--- src/rtl/core/hhts_pkg.sv ---
// Package for the HTML head tag scanner: scan state record, match phase codes,
// result status codes and byte constants.
// Depends on nothing; used by hhts_step and html_head_tag_scanner.
`default_nettype none

package hhts_pkg;

	localparam int unsigned CountWidth = 16;

	localparam logic [CountWidth-1:0] LimitReset = 16'd256;

	// match phase codes
	localparam logic [2:0] PH_LEAD  = 3'd0;
	localparam logic [2:0] PH_H     = 3'd1;
	localparam logic [2:0] PH_HE    = 3'd2;
	localparam logic [2:0] PH_HEA   = 3'd3;
	localparam logic [2:0] PH_HEAD  = 3'd4;
	localparam logic [2:0] PH_TRAIL = 3'd5;
	localparam logic [2:0] PH_ANY   = 3'd6;
	localparam logic [2:0] PH_FAIL  = 3'd7;

	// result status codes
	localparam logic [1:0] ST_SEARCH = 2'd0;
	localparam logic [1:0] ST_INSERT = 2'd1;
	localparam logic [1:0] ST_LIMIT  = 2'd2;
	localparam logic [1:0] ST_DONE   = 2'd3;

	// bytes of interest
	localparam logic [7:0] CH_LT    = 8'h3C;
	localparam logic [7:0] CH_GT    = 8'h3E;
	localparam logic [7:0] CH_DQ    = 8'h22;
	localparam logic [7:0] CH_SQ    = 8'h27;
	localparam logic [7:0] CH_H     = 8'h68;
	localparam logic [7:0] CH_E     = 8'h65;
	localparam logic [7:0] CH_A     = 8'h61;
	localparam logic [7:0] CH_D     = 8'h64;
	localparam logic [7:0] CH_SPACE = 8'h20;
	localparam logic [7:0] CH_TAB   = 8'h09;
	localparam logic [7:0] CH_CR    = 8'h0D;
	localparam logic [7:0] CH_NUL   = 8'h00;
	localparam logic [7:0] CH_UP_A  = 8'h41;
	localparam logic [7:0] CH_UP_Z  = 8'h5A;
	localparam logic [7:0] CaseBit  = 8'h20;

	typedef struct packed {
		logic [CountWidth-1:0] bytes_seen;
		logic                  in_tag;
		logic                  in_double_quote;
		logic                  in_single_quote;
		logic [2:0]            match_phase;
		logic                  finished;
	} scan_state_t;

	localparam scan_state_t ScanClear = '{
		bytes_seen:      '0,
		in_tag:          1'b0,
		in_double_quote: 1'b0,
		in_single_quote: 1'b0,
		match_phase:     PH_LEAD,
		finished:        1'b0
	};

endpackage

`default_nettype wire

--- src/rtl/core/hhts_step.sv ---
// Next-state logic of the head tag scanner for one document byte.
// Pure combinational; uses hhts_pkg for the state record and codes.
`default_nettype none

module hhts_step (
	input  wire hhts_pkg::scan_state_t              cur,
	input  wire logic [7:0]                         data_byte,
	input  wire logic                               new_document,
	input  wire logic [hhts_pkg::CountWidth-1:0]    search_limit,
	output hhts_pkg::scan_state_t                   nxt,
	output logic [1:0]                              status,
	output logic [hhts_pkg::CountWidth-1:0]         position
);

	hhts_pkg::scan_state_t st;
	logic                  is_ws;
	logic [7:0]            low_byte;
	logic [2:0]            fed_phase;
	logic                  quoted;

	assign is_ws = (data_byte == hhts_pkg::CH_SPACE) ||
		((data_byte >= hhts_pkg::CH_TAB) && (data_byte <= hhts_pkg::CH_CR));
	assign low_byte = ((data_byte >= hhts_pkg::CH_UP_A) && (data_byte <= hhts_pkg::CH_UP_Z)) ?
		(data_byte | hhts_pkg::CaseBit) : data_byte;

	// clear before handling the byte when a new document starts
	assign st = new_document ? hhts_pkg::ScanClear : cur;
	assign quoted = st.in_double_quote || st.in_single_quote;

	// phase after feeding this byte to the tag content matcher
	always_comb begin
		case (st.match_phase)
			hhts_pkg::PH_LEAD: begin
				fed_phase = is_ws ? hhts_pkg::PH_LEAD :
					((low_byte == hhts_pkg::CH_H) ? hhts_pkg::PH_H : hhts_pkg::PH_FAIL);
			end
			hhts_pkg::PH_H: begin
				fed_phase = (low_byte == hhts_pkg::CH_E) ? hhts_pkg::PH_HE : hhts_pkg::PH_FAIL;
			end
			hhts_pkg::PH_HE: begin
				fed_phase = (low_byte == hhts_pkg::CH_A) ? hhts_pkg::PH_HEA : hhts_pkg::PH_FAIL;
			end
			hhts_pkg::PH_HEA: begin
				fed_phase = (low_byte == hhts_pkg::CH_D) ? hhts_pkg::PH_HEAD : hhts_pkg::PH_FAIL;
			end
			hhts_pkg::PH_HEAD: begin
				fed_phase = is_ws ? hhts_pkg::PH_TRAIL :
					((data_byte == hhts_pkg::CH_NUL) ? hhts_pkg::PH_ANY : hhts_pkg::PH_FAIL);
			end
			hhts_pkg::PH_TRAIL: begin
				fed_phase = is_ws ? hhts_pkg::PH_TRAIL : hhts_pkg::PH_FAIL;
			end
			hhts_pkg::PH_ANY: begin
				fed_phase = hhts_pkg::PH_ANY;
			end
			default: begin
				fed_phase = hhts_pkg::PH_FAIL;
			end
		endcase
	end

	always_comb begin
		nxt = st;
		status = hhts_pkg::ST_SEARCH;
		if (st.finished) begin
			status = hhts_pkg::ST_DONE;
		end else if (st.bytes_seen >= search_limit) begin
			status = hhts_pkg::ST_LIMIT;
		end else begin
			case (data_byte)
				hhts_pkg::CH_LT: begin
					// an unquoted '<' restarts the tag content
					nxt.match_phase = quoted ? fed_phase : hhts_pkg::PH_LEAD;
					nxt.in_tag = 1'b1;
				end
				hhts_pkg::CH_GT: begin
					if (st.in_tag) begin
						if (quoted) begin
							nxt.match_phase = fed_phase;
						end else begin
							nxt.in_tag = 1'b0;
							if ((st.match_phase == hhts_pkg::PH_HEAD) ||
								(st.match_phase == hhts_pkg::PH_TRAIL) ||
								(st.match_phase == hhts_pkg::PH_ANY)) begin
								nxt.finished = 1'b1;
								status = hhts_pkg::ST_INSERT;
							end
						end
					end
				end
				hhts_pkg::CH_DQ: begin
					if (st.in_tag) begin
						if (!st.in_single_quote) begin
							nxt.in_double_quote = !st.in_double_quote;
						end
						nxt.match_phase = fed_phase;
					end
				end
				hhts_pkg::CH_SQ: begin
					if (st.in_tag) begin
						if (!st.in_double_quote) begin
							nxt.in_single_quote = !st.in_single_quote;
						end
						nxt.match_phase = fed_phase;
					end
				end
				default: begin
					if (st.in_tag) begin
						nxt.match_phase = fed_phase;
					end
				end
			endcase
		end
		if (status == hhts_pkg::ST_SEARCH) begin
			nxt.bytes_seen = st.bytes_seen + 1'b1;
		end
	end

	assign position = st.bytes_seen;

endmodule

`default_nettype wire

--- src/rtl/core/html_head_tag_scanner.sv ---
// Top level of the HTML head tag scanner: input register, scan state,
// search limit register and result register. Uses hhts_pkg and hhts_step.
//
//   channel  direction  handshake              payload
//   in       sink       in_valid / in_stall    data_byte, new_document
//   out      source     out_valid / out_stall  status, position
//   cfg      sink       cfg_valid / cfg_ready  search_limit
//
// One byte per cycle sustained while the output is not stalled; a byte lands in the
// input register when it is accepted and reaches the result register through the scan step once that register is free.
// The scan state updates as the byte moves into the result register.
// Reset clears scan state and sets the limit to 256. A stalled output holds
// its result while the input register still takes one more request.
`default_nettype none

module html_head_tag_scanner (
	input  wire logic                            clk,
	input  wire logic                            arst_n,
	input  wire logic                            in_valid,
	output logic                                 in_stall,
	input  wire logic [7:0]                      data_byte,
	input  wire logic                            new_document,
	output logic                                 out_valid,
	input  wire logic                            out_stall,
	output logic [1:0]                           status,
	output logic [hhts_pkg::CountWidth-1:0]      position,
	input  wire logic                            cfg_valid,
	output logic                                 cfg_ready,
	input  wire logic [hhts_pkg::CountWidth-1:0] search_limit
);

	logic                              valid_s1;
	logic [7:0]                        byte_s1;
	logic                              new_doc_s1;
	hhts_pkg::scan_state_t             state_q;
	hhts_pkg::scan_state_t             state_next;
	logic [hhts_pkg::CountWidth-1:0]   limit_q;
	logic                              out_valid_q;
	logic [1:0]                        status_q;
	logic [hhts_pkg::CountWidth-1:0]   position_q;
	logic [1:0]                        step_status;
	logic [hhts_pkg::CountWidth-1:0]   step_position;
	logic                              advance;

	// the result slot is free or being taken this cycle
	assign advance = !out_valid_q || !out_stall;
	assign in_stall = valid_s1 && !advance;
	assign cfg_ready = 1'b1;

	hhts_step u_step (
		.cur          (state_q),
		.data_byte    (byte_s1),
		.new_document (new_doc_s1),
		.search_limit (limit_q),
		.nxt          (state_next),
		.status       (step_status),
		.position     (step_position)
	);

	always_ff @(posedge clk or negedge arst_n) begin
		if (!arst_n) begin
			valid_s1 <= 1'b0;
			out_valid_q <= 1'b0;
			state_q <= hhts_pkg::ScanClear;
			limit_q <= hhts_pkg::LimitReset;
		end else begin
			if (cfg_valid && cfg_ready) begin
				limit_q <= search_limit;
			end
			// the input register takes a request whenever it is empty or draining
			if (!in_stall) begin
				valid_s1 <= in_valid;
			end
			if (advance) begin
				out_valid_q <= valid_s1;
				if (valid_s1) begin
					state_q <= state_next;
				end
			end
		end
	end

	// payload registers: load only on a moving request
	always_ff @(posedge clk) begin
		if (in_valid && !in_stall) begin
			byte_s1 <= data_byte;
			new_doc_s1 <= new_document;
		end
		if (advance && valid_s1) begin
			status_q <= step_status;
			position_q <= step_position;
		end
	end

	assign out_valid = out_valid_q;
	assign status = status_q;
	assign position = position_q;

endmodule

`default_nettype wire
--- config.mk ---
export PLATFORM = sky130hd
export DESIGN_NAME = html_head_tag_scanner
export DESIGN_NICKNAME = d
export VERILOG_FILES = /design/src/rtl/core/hhts_pkg.sv /design/src/rtl/core/hhts_step.sv /design/src/rtl/core/html_head_tag_scanner.sv
export SDC_FILE = /design/constraint.sdc
export NUM_CORES = 1
export LEC_CHECK = 0
export BUFFER_PORTS_ARGS = -buffer_cell sky130_fd_sc_hd__clkbuf_2
export CORE_ASPECT_RATIO = 1.4
export CORE_MARGIN = 2
export CORE_UTILIZATION = 56
export DETAILED_ROUTE_END_ITERATION = 8
export PLACE_DENSITY = 0.75
export SLEW_MARGIN = 10
export SYNTH_ARGS = -nofsm -noshare
export SYNTH_HDL_FRONTEND = slang
export SYNTH_HIERARCHICAL = 1
export SYNTH_SLANG_ARGS = --single-unit
--- constraint.sdc ---
create_clock -name clk -period 3.63 [get_ports clk]
set_clock_uncertainty 0.05 [all_clocks]
set_input_delay 0.1815 -clock clk [delete_from_list [all_inputs] [get_ports clk]]
set_output_delay 0.1815 -clock clk [all_outputs]
set_load 0.01 [all_outputs]
==> flow_summary.ini, run 1 <==
[status]
status = complete, but fails checks
violations = hold timing

[detailed_routing]
drt_iter0_drc = 141
vias_per_cell = 5.863
drcViolationCount = 0
wl_per_cell_um = 17.07
drt-total-wl_um = 8126
drtPass1Iterations = 4
num_vias = 2791
ant_nets = 0

[synth]
synth_flop_cell = dfrtp_1
postSynthCellCount = 326
syn_nets = 374
yosysWarnings = 6
syn_area_um2 = 3741
yosysSeqAreaShare_pct = 49.13
ys_async_sr_fraction_pct = 60.29
synth_area_per_cell_um2 = 11.48
synth_edf_count = 27
synth_cell_types = 58
synth_seq_cells = 68

[global_routing]
grt_pass1_vias = 2872
grt_pass1_wl_um = 13340
antenna_found_initial = 0
grt_max_degree = 42
grtUsageTotal_pct = 23.93
grt-ovfl-total = 0

[cells_and_area]
area_growth_syn_to_layout_pct = 18.06
antenna_cells = 0
layout.cells.non_filler = 476
final_cell_mix = 49 x clkbuf_2, 40 x dfrtp_1, 39 x mux2_2, 27 x edfxtp_1, 25 x inv_1
fill_cells = 517
drive_gt1_share_pct = 31.59
final_util_pct = 67.69
layout.cells.most_common = clkbuf_2
num-nets-final = 445
fin_area_um2 = 4417

[worst_setup_path]
path_max_fanout = 18
r2r_slack_ns = 0.44
path_class = register to register
worstPathArrival_ns = 3.37
crit_path_end_kind = register
cp-start-kind = register
cp.required_ns = 3.81

[clock_network]
clock_path_buffers = 2
post_cts_resized = 0
path_clk_slew_ns = 0.08
numCtsBuffers = 9
cts_tree = built
postCtsSetupRepairBufs = 0
root_buffer = clkbuf_8
clk_latency_ns = 0.35
cts-htree-levels = 3
clkSinkCount = 68
hold_buffers = 12

[timing]
timing.slew.headroom_pct = 28.25
slew_violations = 0
setup_viol = 0
fin_setup_tns_ns = 0
rsz0062_at_grt = no
hold_viol = 40
timing.hold.ws_ns = -0.02979
worst_pin_slew_ns = 1.076
fmax_mhz = 313.6
fin_crit_sh_pct = 87.84
fin_crit_ns = 3.188

[floorplanning]
die_y_um = 100.7
core_area_um2 = 6525
die_w_um = 73.08
ioPinCount = 51
initial_core_util_pct = 57.33
die_area_um2 = 7360
placementRows = 35

[place]
portBuffers = 49
dpl.hpwl_um = 5808
place_inst = 448
place.gp.congestion = 0.7973
post_dp_cell_area_um2 = 4096

[pwr]
power_density_nw_per_um2 = 400.1
p_leak_uw = 0.002119
vdd_ir_drop_max_mv = 0.2731

[flow_run]
drv_cap = 0

[worst_hold_path]
min_path_type = input port to async pin
[where the power goes]
part / leakage, uW / total [uW] / switching [uW] / internal (uW)
Combinational: 0.00123 / 239 / 121 / 118
Clock: 0.0000958 / 625 / 305 / 320
Sequential: 0.000790 / 903 / 40.7 / 863
Total: 0.00212 / 1770 / 466 / 1300
[path summary, 6_finish.rpt]
check	start	to	depth (start not counted)
max	new_doc_s1$_DFFE_PP_	state_q[20]$_DFFE_PN0P_	11
min	arst_n	state_q[9]$_DFFE_PN0P_	1
max reg2reg	new_doc_s1$_DFFE_PP_	state_q[20]$_DFFE_PN0P_	11
min reg2reg	valid_s1$_DFFE_PN0N_	out_valid$_DFFE_PN0P_	1
max in group asynchronous	arst_n	state_q[20]$_DFFE_PN0P_	1
min in group clk	search_limit[15]	limit_q[15]$_DFFE_PN0P_	2
[per-layer routing]
layer	global-route usage, %	vias to the layer above	share of wire (%)
li1	-	1322	-
met3	5.200	18	4.4
met2	41.79	92	54
met5	0	-	0
met1	27.39	1359	39
met4	11.11	0	2.8
[registers in the layout (all words and copies together) (netlist names)]
| name | count |
|---|---|
| byte_s1 | 8 |
| limit_q | 16 |
| new_doc_s1 | 1 |
| out_valid | 1 |
| position | 16 |
| state_q | 23 |
| status | 2 |
| valid_s1 | 1 |
[logic make-up after synthesis]
kind of cell	Yosys count	share of synthesized area, %
buffers and inverters	40	4.849
muxes	42	12.58
xor gates and xnor gates	15	3.512
other	1	0.1002
and+or+nand+nor	107	16.29
AOI/OAI and AO/OA	35	7.526
DFF	68	49.13
adders and majority gates	18	6.020
[worst max-delay path: stages (launching register included)]
cell and delay [ns]:
edfxtp_1 0.41, buf_4 0.22, nor2b_1 0.28, ha_1 0.30, a21o_1 0.17, a21oi_1 0.22, a2bb2oi_1 0.24, o311ai_2 0.16
buf_4 0.23, nor4b_1 0.41, xor2_1 0.12, mux2_2 0.28
[cells in the mapped netlist (3+ instances only)]
cell type | number | area [um^2]
mux2_2 | 39 | 439.2
a21o_1 | 3 | 22.52
and2_1 | 3 | 18.77
nor4_1 | 15 | 93.84
clkbuf_1 | 6 | 22.52
nand3_1 | 7 | 35.03
ha_1 | 18 | 225.2
nand2b_1 | 3 | 18.77
or2_2 | 3 | 18.77
or3b_1 | 3 | 26.28
xor2_1 | 13 | 113.9
buf_2 | 3 | 15.01
a21oi_1 | 6 | 30.03
nor3_1 | 6 | 30.03
o21ai_0 | 6 | 30.03
nor2b_1 | 20 | 125.1
nand4_1 | 3 | 18.77
edfxtp_1 | 27 | 810.8
nor2_1 | 10 | 37.54
nand2_1 | 21 | 78.83
inv_1 | 25 | 93.84
dfrtp_1 | 40 | 1001
buf_4 | 3 | 22.52
[stage by stage]
step                      total power, uW  setup slack, ns
after floorplan                      1057           0.7345
after global placement               1138           0.5302
after detailed placement             1149           0.4710
after CTS                            1784           0.4521
after global routing                 1845           0.2495
final                                1767           0.4415
[final cells by class]
type	instances	area, um^2	area share [%]
flip-flops and latches	68	1838	41.61
multi-input cells	218	1722	38.98
repair buffers	75	470.5	10.65
clock buffers	9	123.9	2.805
inverters	25	93.84	2.125
well taps	74	92.59	2.096
clock inverters	7	76.32	1.728
Power figures use the tool's default switching activity.
==> run 2: changes to the inputs <==
--- a/config.mk
+++ b/config.mk
@@ -9,6 +9,7 @@
 export CORE_ASPECT_RATIO = 1.4
 export CORE_MARGIN = 2
 export CORE_UTILIZATION = 56
+export CTS_BUF_LIST = sky130_fd_sc_hd__clkbuf_4
 export DETAILED_ROUTE_END_ITERATION = 8
 export PLACE_DENSITY = 0.75
 export SLEW_MARGIN = 10
==> flow_summary.ini, run 2 (same netlist as run 1, synthesis figures left out) <==
[cells_and_area]
final_cell_mix = 49 x clkbuf_2, 40 x dfrtp_1, 39 x mux2_2, 28 x dlygate4sd3_1, 27 x edfxtp_1
layout.cells.most_common = clkbuf_2
top_register = state_q
largest_reg_flops = 23
final-seq-area_um2 = 1838
multiInputGateArea_um2 = 1722
antenna_cells = 0
drive_gt1_share_pct = 30.38
fill_cells = 513
area_growth_syn_to_layout_pct = 20.84
num-nets-final = 461

[clock_network]
cts_tree = built
numCtsBuffers = 9
cts-htree-levels = 3
postCtsSetupRepairBufs = 0
clock_path_buffers = 2
clk_latency_ns = 0.42
clkSinkCount = 68
path_clk_slew_ns = 0.12
root_buffer = clkbuf_4

[pwr]
vdd_ir_drop_max_mv = 0.2766
p_switching_uw = 456.2
p_leak_uw = 0.002162
p_sw_share_pct = 27.47
power_frac_clock_pct = 30.4
power_density_nw_per_um2 = 367.3
combPwrFrac_pct = 15.2
cell_internal_pwr_uw = 1204
p_seq_share_pct = 54.4

[floorplanning]
die_w_um = 73.08
ioPinCount = 51
die_y_um = 100.7
placementRows = 35
die_area_um2 = 7360
core_area_um2 = 6525
initial_core_util_pct = 57.33

[global_routing]
grt-ovfl-total = 0
grt_max_degree = 42
antenna_found_initial = 0
grtUsageTotal_pct = 24.21
grt_pass1_vias = 2959
grt_pass1_wl_um = 13560

[worst_setup_path]
worstPathArrival_ns = 3.46
r2r_slack_ns = 0.43
cp.required_ns = 3.89
path_max_fanout = 18
cp-start-kind = register
crit_path_end_kind = register
path_class = register to register

[worst_hold_path]
min_path_type = input port to register

[timing]
slew_violations = 0
fin_crit_sh_pct = 88.19
rsz0062_at_grt = no
fmax_mhz = 312.4
fin_ws_ns = 0.4285
fin_crit_ns = 3.201
hold_viol = 0
timing.slew.headroom_pct = 29.79
setup_viol = 0
fin_setup_tns_ns = 0
worst_pin_slew_ns = 1.053

[detailed_routing]
num_vias = 2845
drtPass1Iterations = 5
drcViolationCount = 0
drt_iter0_drc = 157
drt-total-wl_um = 8271
ant_nets = 0
wl_per_cell_um = 16.81
vias_per_cell = 5.783

[flow_run]
drv_cap = 0

[status]
status = finished clean

[place]
dp_slack_ns = 0.4710
place.gp.congestion = 0.7973
dpl.hpwl_um = 5808
portBuffers = 49
## run 2: cell types whose count changed in the layout (fill, tap and decap cells not counted)
cell           before  now
clkbuf_8            9    0
dlygate4sd3_1      12   28
clkbuf_4            0    9
## run 2: critical path, cell delays in order (launching register included)
cell and delay, ns:
edfxtp_1 0.43, buf_4 0.22, nor2b_1 0.28, ha_1 0.30, a21o_1 0.17, a21oi_1 0.22, a2bb2oi_1 0.24, o311ai_2 0.16
buf_4 0.23, nor4b_1 0.41, xor2_1 0.12, mux2_2 0.28
## run 2: stage by stage
stage / std cells / hold WS [ns] / total power, uW / area [um^2] / utilization (%)
global route: 492 / 0.3058 / 1740 / 4521 / 69.28
floorplan: 326 / -0.1641 / 1057 / 3741 / -
CTS: 492 / 0.2767 / 1673 / 4521 / 69.28
global placement: 448 / 0.3101 / 1138 / 4096 / 62.78
finish: 492 / 0.2860 / 1661 / 4521 / 69.28
detailed placement: 448 / 0.3112 / 1149 / 4096 / 62.78
## run 2: final timing paths
path	start	end	depth (start not counted)
max	new_doc_s1$_DFFE_PP_	state_q[20]$_DFFE_PN0P_	11
min	cfg_valid	limit_q[5]$_DFFE_PN0P_	2
max reg2reg	new_doc_s1$_DFFE_PP_	state_q[20]$_DFFE_PN0P_	11
min reg2reg	valid_s1$_DFFE_PN0N_	out_valid$_DFFE_PN0P_	1
max in group asynchronous	arst_n	state_q[20]$_DFFE_PN0P_	2
min in group asynchronous	arst_n	limit_q[13]$_DFFE_PN0P_	2
## run 2: area by class of cell
cell class                      count  share of cell area (%)
Clock inverter                      7                   1.688
Sequential cell                    68                   40.66
Multi-Input combinational cell    218                   38.08
Timing Repair Buffer               91                   13.95
Tap cell                           74                   2.048
Clock buffer                        9                   1.495
Inverter                           25                   2.076
## run 2: repair_timing
item / CTS / global route
hold buffers: 28 / 0
endpoints found under the setup margin: 0 / 0
gates resized for setup: 0 / 0
hold endpoints to repair: 67 / 0
## run 2: power groups by stage
stage	logic, uW	clock network (uW)	registers, uW
finish	253	505	904
global route	280	548	912
CTS	254	515	903
detailed placement	230	0	920
global placement	221	0	918
floorplan	144	0	913
## run 2: metal layers
layer / global-route usage (%) / up-vias / part of all wire, %
met5: 0 / - / 0
met4: 10.11 / 0 / 1.3
met3: 4.800 / 10 / 3.3
met2: 43.87 / 65 / 56
met1: 26.99 / 1414 / 39
li1: - / 1356 / -
==> run 3: changes to the inputs <==
--- a/config.mk
+++ b/config.mk
@@ -15,5 +15,4 @@
 export SLEW_MARGIN = 10
 export SYNTH_ARGS = -nofsm -noshare
 export SYNTH_HDL_FRONTEND = slang
-export SYNTH_HIERARCHICAL = 1
 export SYNTH_SLANG_ARGS = --single-unit
==> flow_summary.ini, run 3 <==
[clock_network]
clkSinkCount = 68
root_buffer = clkbuf_4
clk_latency_ns = 0.44
path_clk_slew_ns = 0.13
post_cts_resized = 0
clock_path_buffers = 2
numCtsBuffers = 9
cts_tree = built
cts-htree-levels = 3
postCtsSetupRepairBufs = 0

[cells_and_area]
top_register = state_q
layout.cells.most_common = clkbuf_2
num-nets-final = 474
antenna_cells = 0
largest_reg_flops = 23
fin_area_um2 = 4300
drive_gt1_share_pct = 18.33
area_growth_syn_to_layout_pct = 20.22
final_cell_mix = 49 x clkbuf_2, 44 x nand2_1, 40 x dfrtp_1, 29 x dlygate4sd3_1, 27 x edfxtp_1

[detailed_routing]
num_vias = 2848
vias_per_cell = 5.662
drtPass1Iterations = 4
wl_per_cell_um = 15.01
ant_nets = 0
drt_iter0_drc = 133
drt-total-wl_um = 7548
drcViolationCount = 0

[floorplanning]
die_area_um2 = 7052
core_area_um2 = 6211
die_w_um = 71.55
ioPinCount = 51
placementRows = 34
initial_core_util_pct = 57.59
die_y_um = 98.57

[global_routing]
grt_pass1_wl_um = 12640
grt-ovfl-total = 0
grt_max_degree = 42
grt_pass1_vias = 2768
grtUsageTotal_pct = 23.05
antenna_found_initial = 0

[worst_setup_path]
path_class = register to register
cp-start-kind = register
r2r_cells = 9
worstPathArrival_ns = 3.44
cp.required_ns = 3.90
cp-endpoint = state_q[2]$_DFFE_PN0P_
crit_path_end_kind = register
cp-startpoint = new_doc_s1$_DFFE_PP_
r2r_end = state_q[2]$_DFFE_PN0P_
path_max_fanout = 29
r2r_slack_ns = 0.46
reg2reg_from = new_doc_s1$_DFFE_PP_

[place]
portBuffers = 49
post_dp_cell_area_um2 = 3867
dpl.hpwl_um = 5229
place.gp.congestion = 0.8295
dp_slack_ns = 0.4890

[status]
status = finished clean

[pwr]
vdd_ir_drop_max_mv = 0.2747
p_leak_uw = 0.001878
finalPower_uw = 1641
power_density_nw_per_um2 = 381.5

[synth]
yosysSeqAreaShare_pct = 51.38
synth_top_area_share_pct = 27.98
postSynthCellCount = 348
synth_seq_cells = 68
synth_cell_types = 56
yosysWarnings = 0
yosysMostFrequentCell = nand2_1
synth_edf_count = 27
synth.area.top_cells = dfrtp_1 28%, edfxtp_1 23%, ha_1 6.3%
synth_area_per_cell_um2 = 10.28
syn_nets = 396
synth_common_cells = 44 x nand2_1, 40 x dfrtp_1, 27 x edfxtp_1, 26 x o21ai_0, 23 x inv_1
synth_top_area_cell = dfrtp_1
synth_flop_cell = dfrtp_1
ys_async_sr_fraction_pct = 60.29
syn_area_um2 = 3577

[timing]
setup_viol = 0
fin_setup_tns_ns = 0
rsz0062_at_grt = no
slew_violations = 0
fin_ws_ns = 0.4633
fin_crit_ns = 3.167
fin_crit_sh_pct = 87.24
timing.hold.ws_ns = 0.2211
fmax_mhz = 315.8
timing.slew.headroom_pct = 29.83
hold_viol = 0
worst_pin_slew_ns = 1.053

[flow_run]
drv_cap = 0

[worst_hold_path]
min_path_type = input port to register
run 3: cell types whose count changed after synthesis, sizes merged, moves of 6 or more:
| cell | previous run | this run |
|---|---|---|
| nor4 | 15 | 3 |
| mux2 | 40 | 1 |
| nor2 | 10 | 18 |
| o21ai | 6 | 26 |
| a31oi | 1 | 7 |
| nand2 | 21 | 45 |
| nand4 | 3 | 10 |
| xor2 | 13 | 7 |
| and3 | 2 | 8 |
run 3: final cells by class:
type                       instances  area [um^2]
clock buffer                       9        67.56
tap                               72        90.09
multi-input combinational        243         1585
timing repair buffer              81        558.0
inverter                          23        86.33
fill                             473         1911
sequential                        68         1838
clock inverter                     7        75.07
run 3: worst min path at each step:
stage | start | to | depth (start not counted)
floorplan | arst_n | limit_q[0]$_DFFE_PN0P_ | 0
global placement | data_byte[3] | byte_s1[3]$_DFFE_PP_ | 1
detailed placement | new_document | new_doc_s1$_DFFE_PP_ | 1
CTS | cfg_valid | limit_q[8]$_DFFE_PN1P_ | 3
global route | cfg_valid | limit_q[5]$_DFFE_PN0P_ | 3
finish | cfg_valid | limit_q[3]$_DFFE_PN0P_ | 3
run 3: what timing repair did:
| action | 4_1_cts | 5_1_grt |
|---|---|---|
| endpoints found under the setup margin | 0 | 0 |
| hold buffers | 29 | 0 |
| endpoints found under the hold margin | 67 | 0 |
run 3: report_power, final:
| group | leakage (uW) | total [uW] | switching, uW | internal (uW) |
|---|---|---|---|---|
| clock | 0.0000685 | 500 | 289 | 211 |
| sequential | 0.000794 | 902 | 40.8 | 861 |
| combinational | 0.00102 | 239 | 133 | 106 |
run 3: cell families after synthesis:
family / share of synthesized area [%]
multiplexers: 0.5946
flip-flops: 51.38
AO/OA/AOI/OAI: 13.64
buffers and inverters: 4.302
AND/OR/NAND/NOR: 21.23
other: 0.1048
adder cells (fa/ha/maj): 6.296
XOR/XNOR: 2.449
run 3: metrics by stage:
step,util [%],cells
floorplan,-,348
global placement,62.27,458
detailed placement,62.27,458
CTS,69.24,503
global route,69.24,503
finish,69.24,503
run 3: worst max-delay path: stages, from the launching register on:
cell and delay [ns]:
edfxtp_1 0.91, nor2b_1 0.23, ha_1 0.27, or3b_1 0.35, o2111ai_1 0.09, a31o_2 0.23, nand2_1 0.06, a21oi_1 0.35
o2111ai_1 0.22, a32o_1 0.31
run 3: per-layer routing:
layer  track usage (%)  vias up  share of wire (%)
li1                  -     1401                  -
met1             26.65     1365                 40
met2             41.67       70                 54
met3             4.601       12                4.1
met4             8.128        0                1.8
met5                 0        -                  0
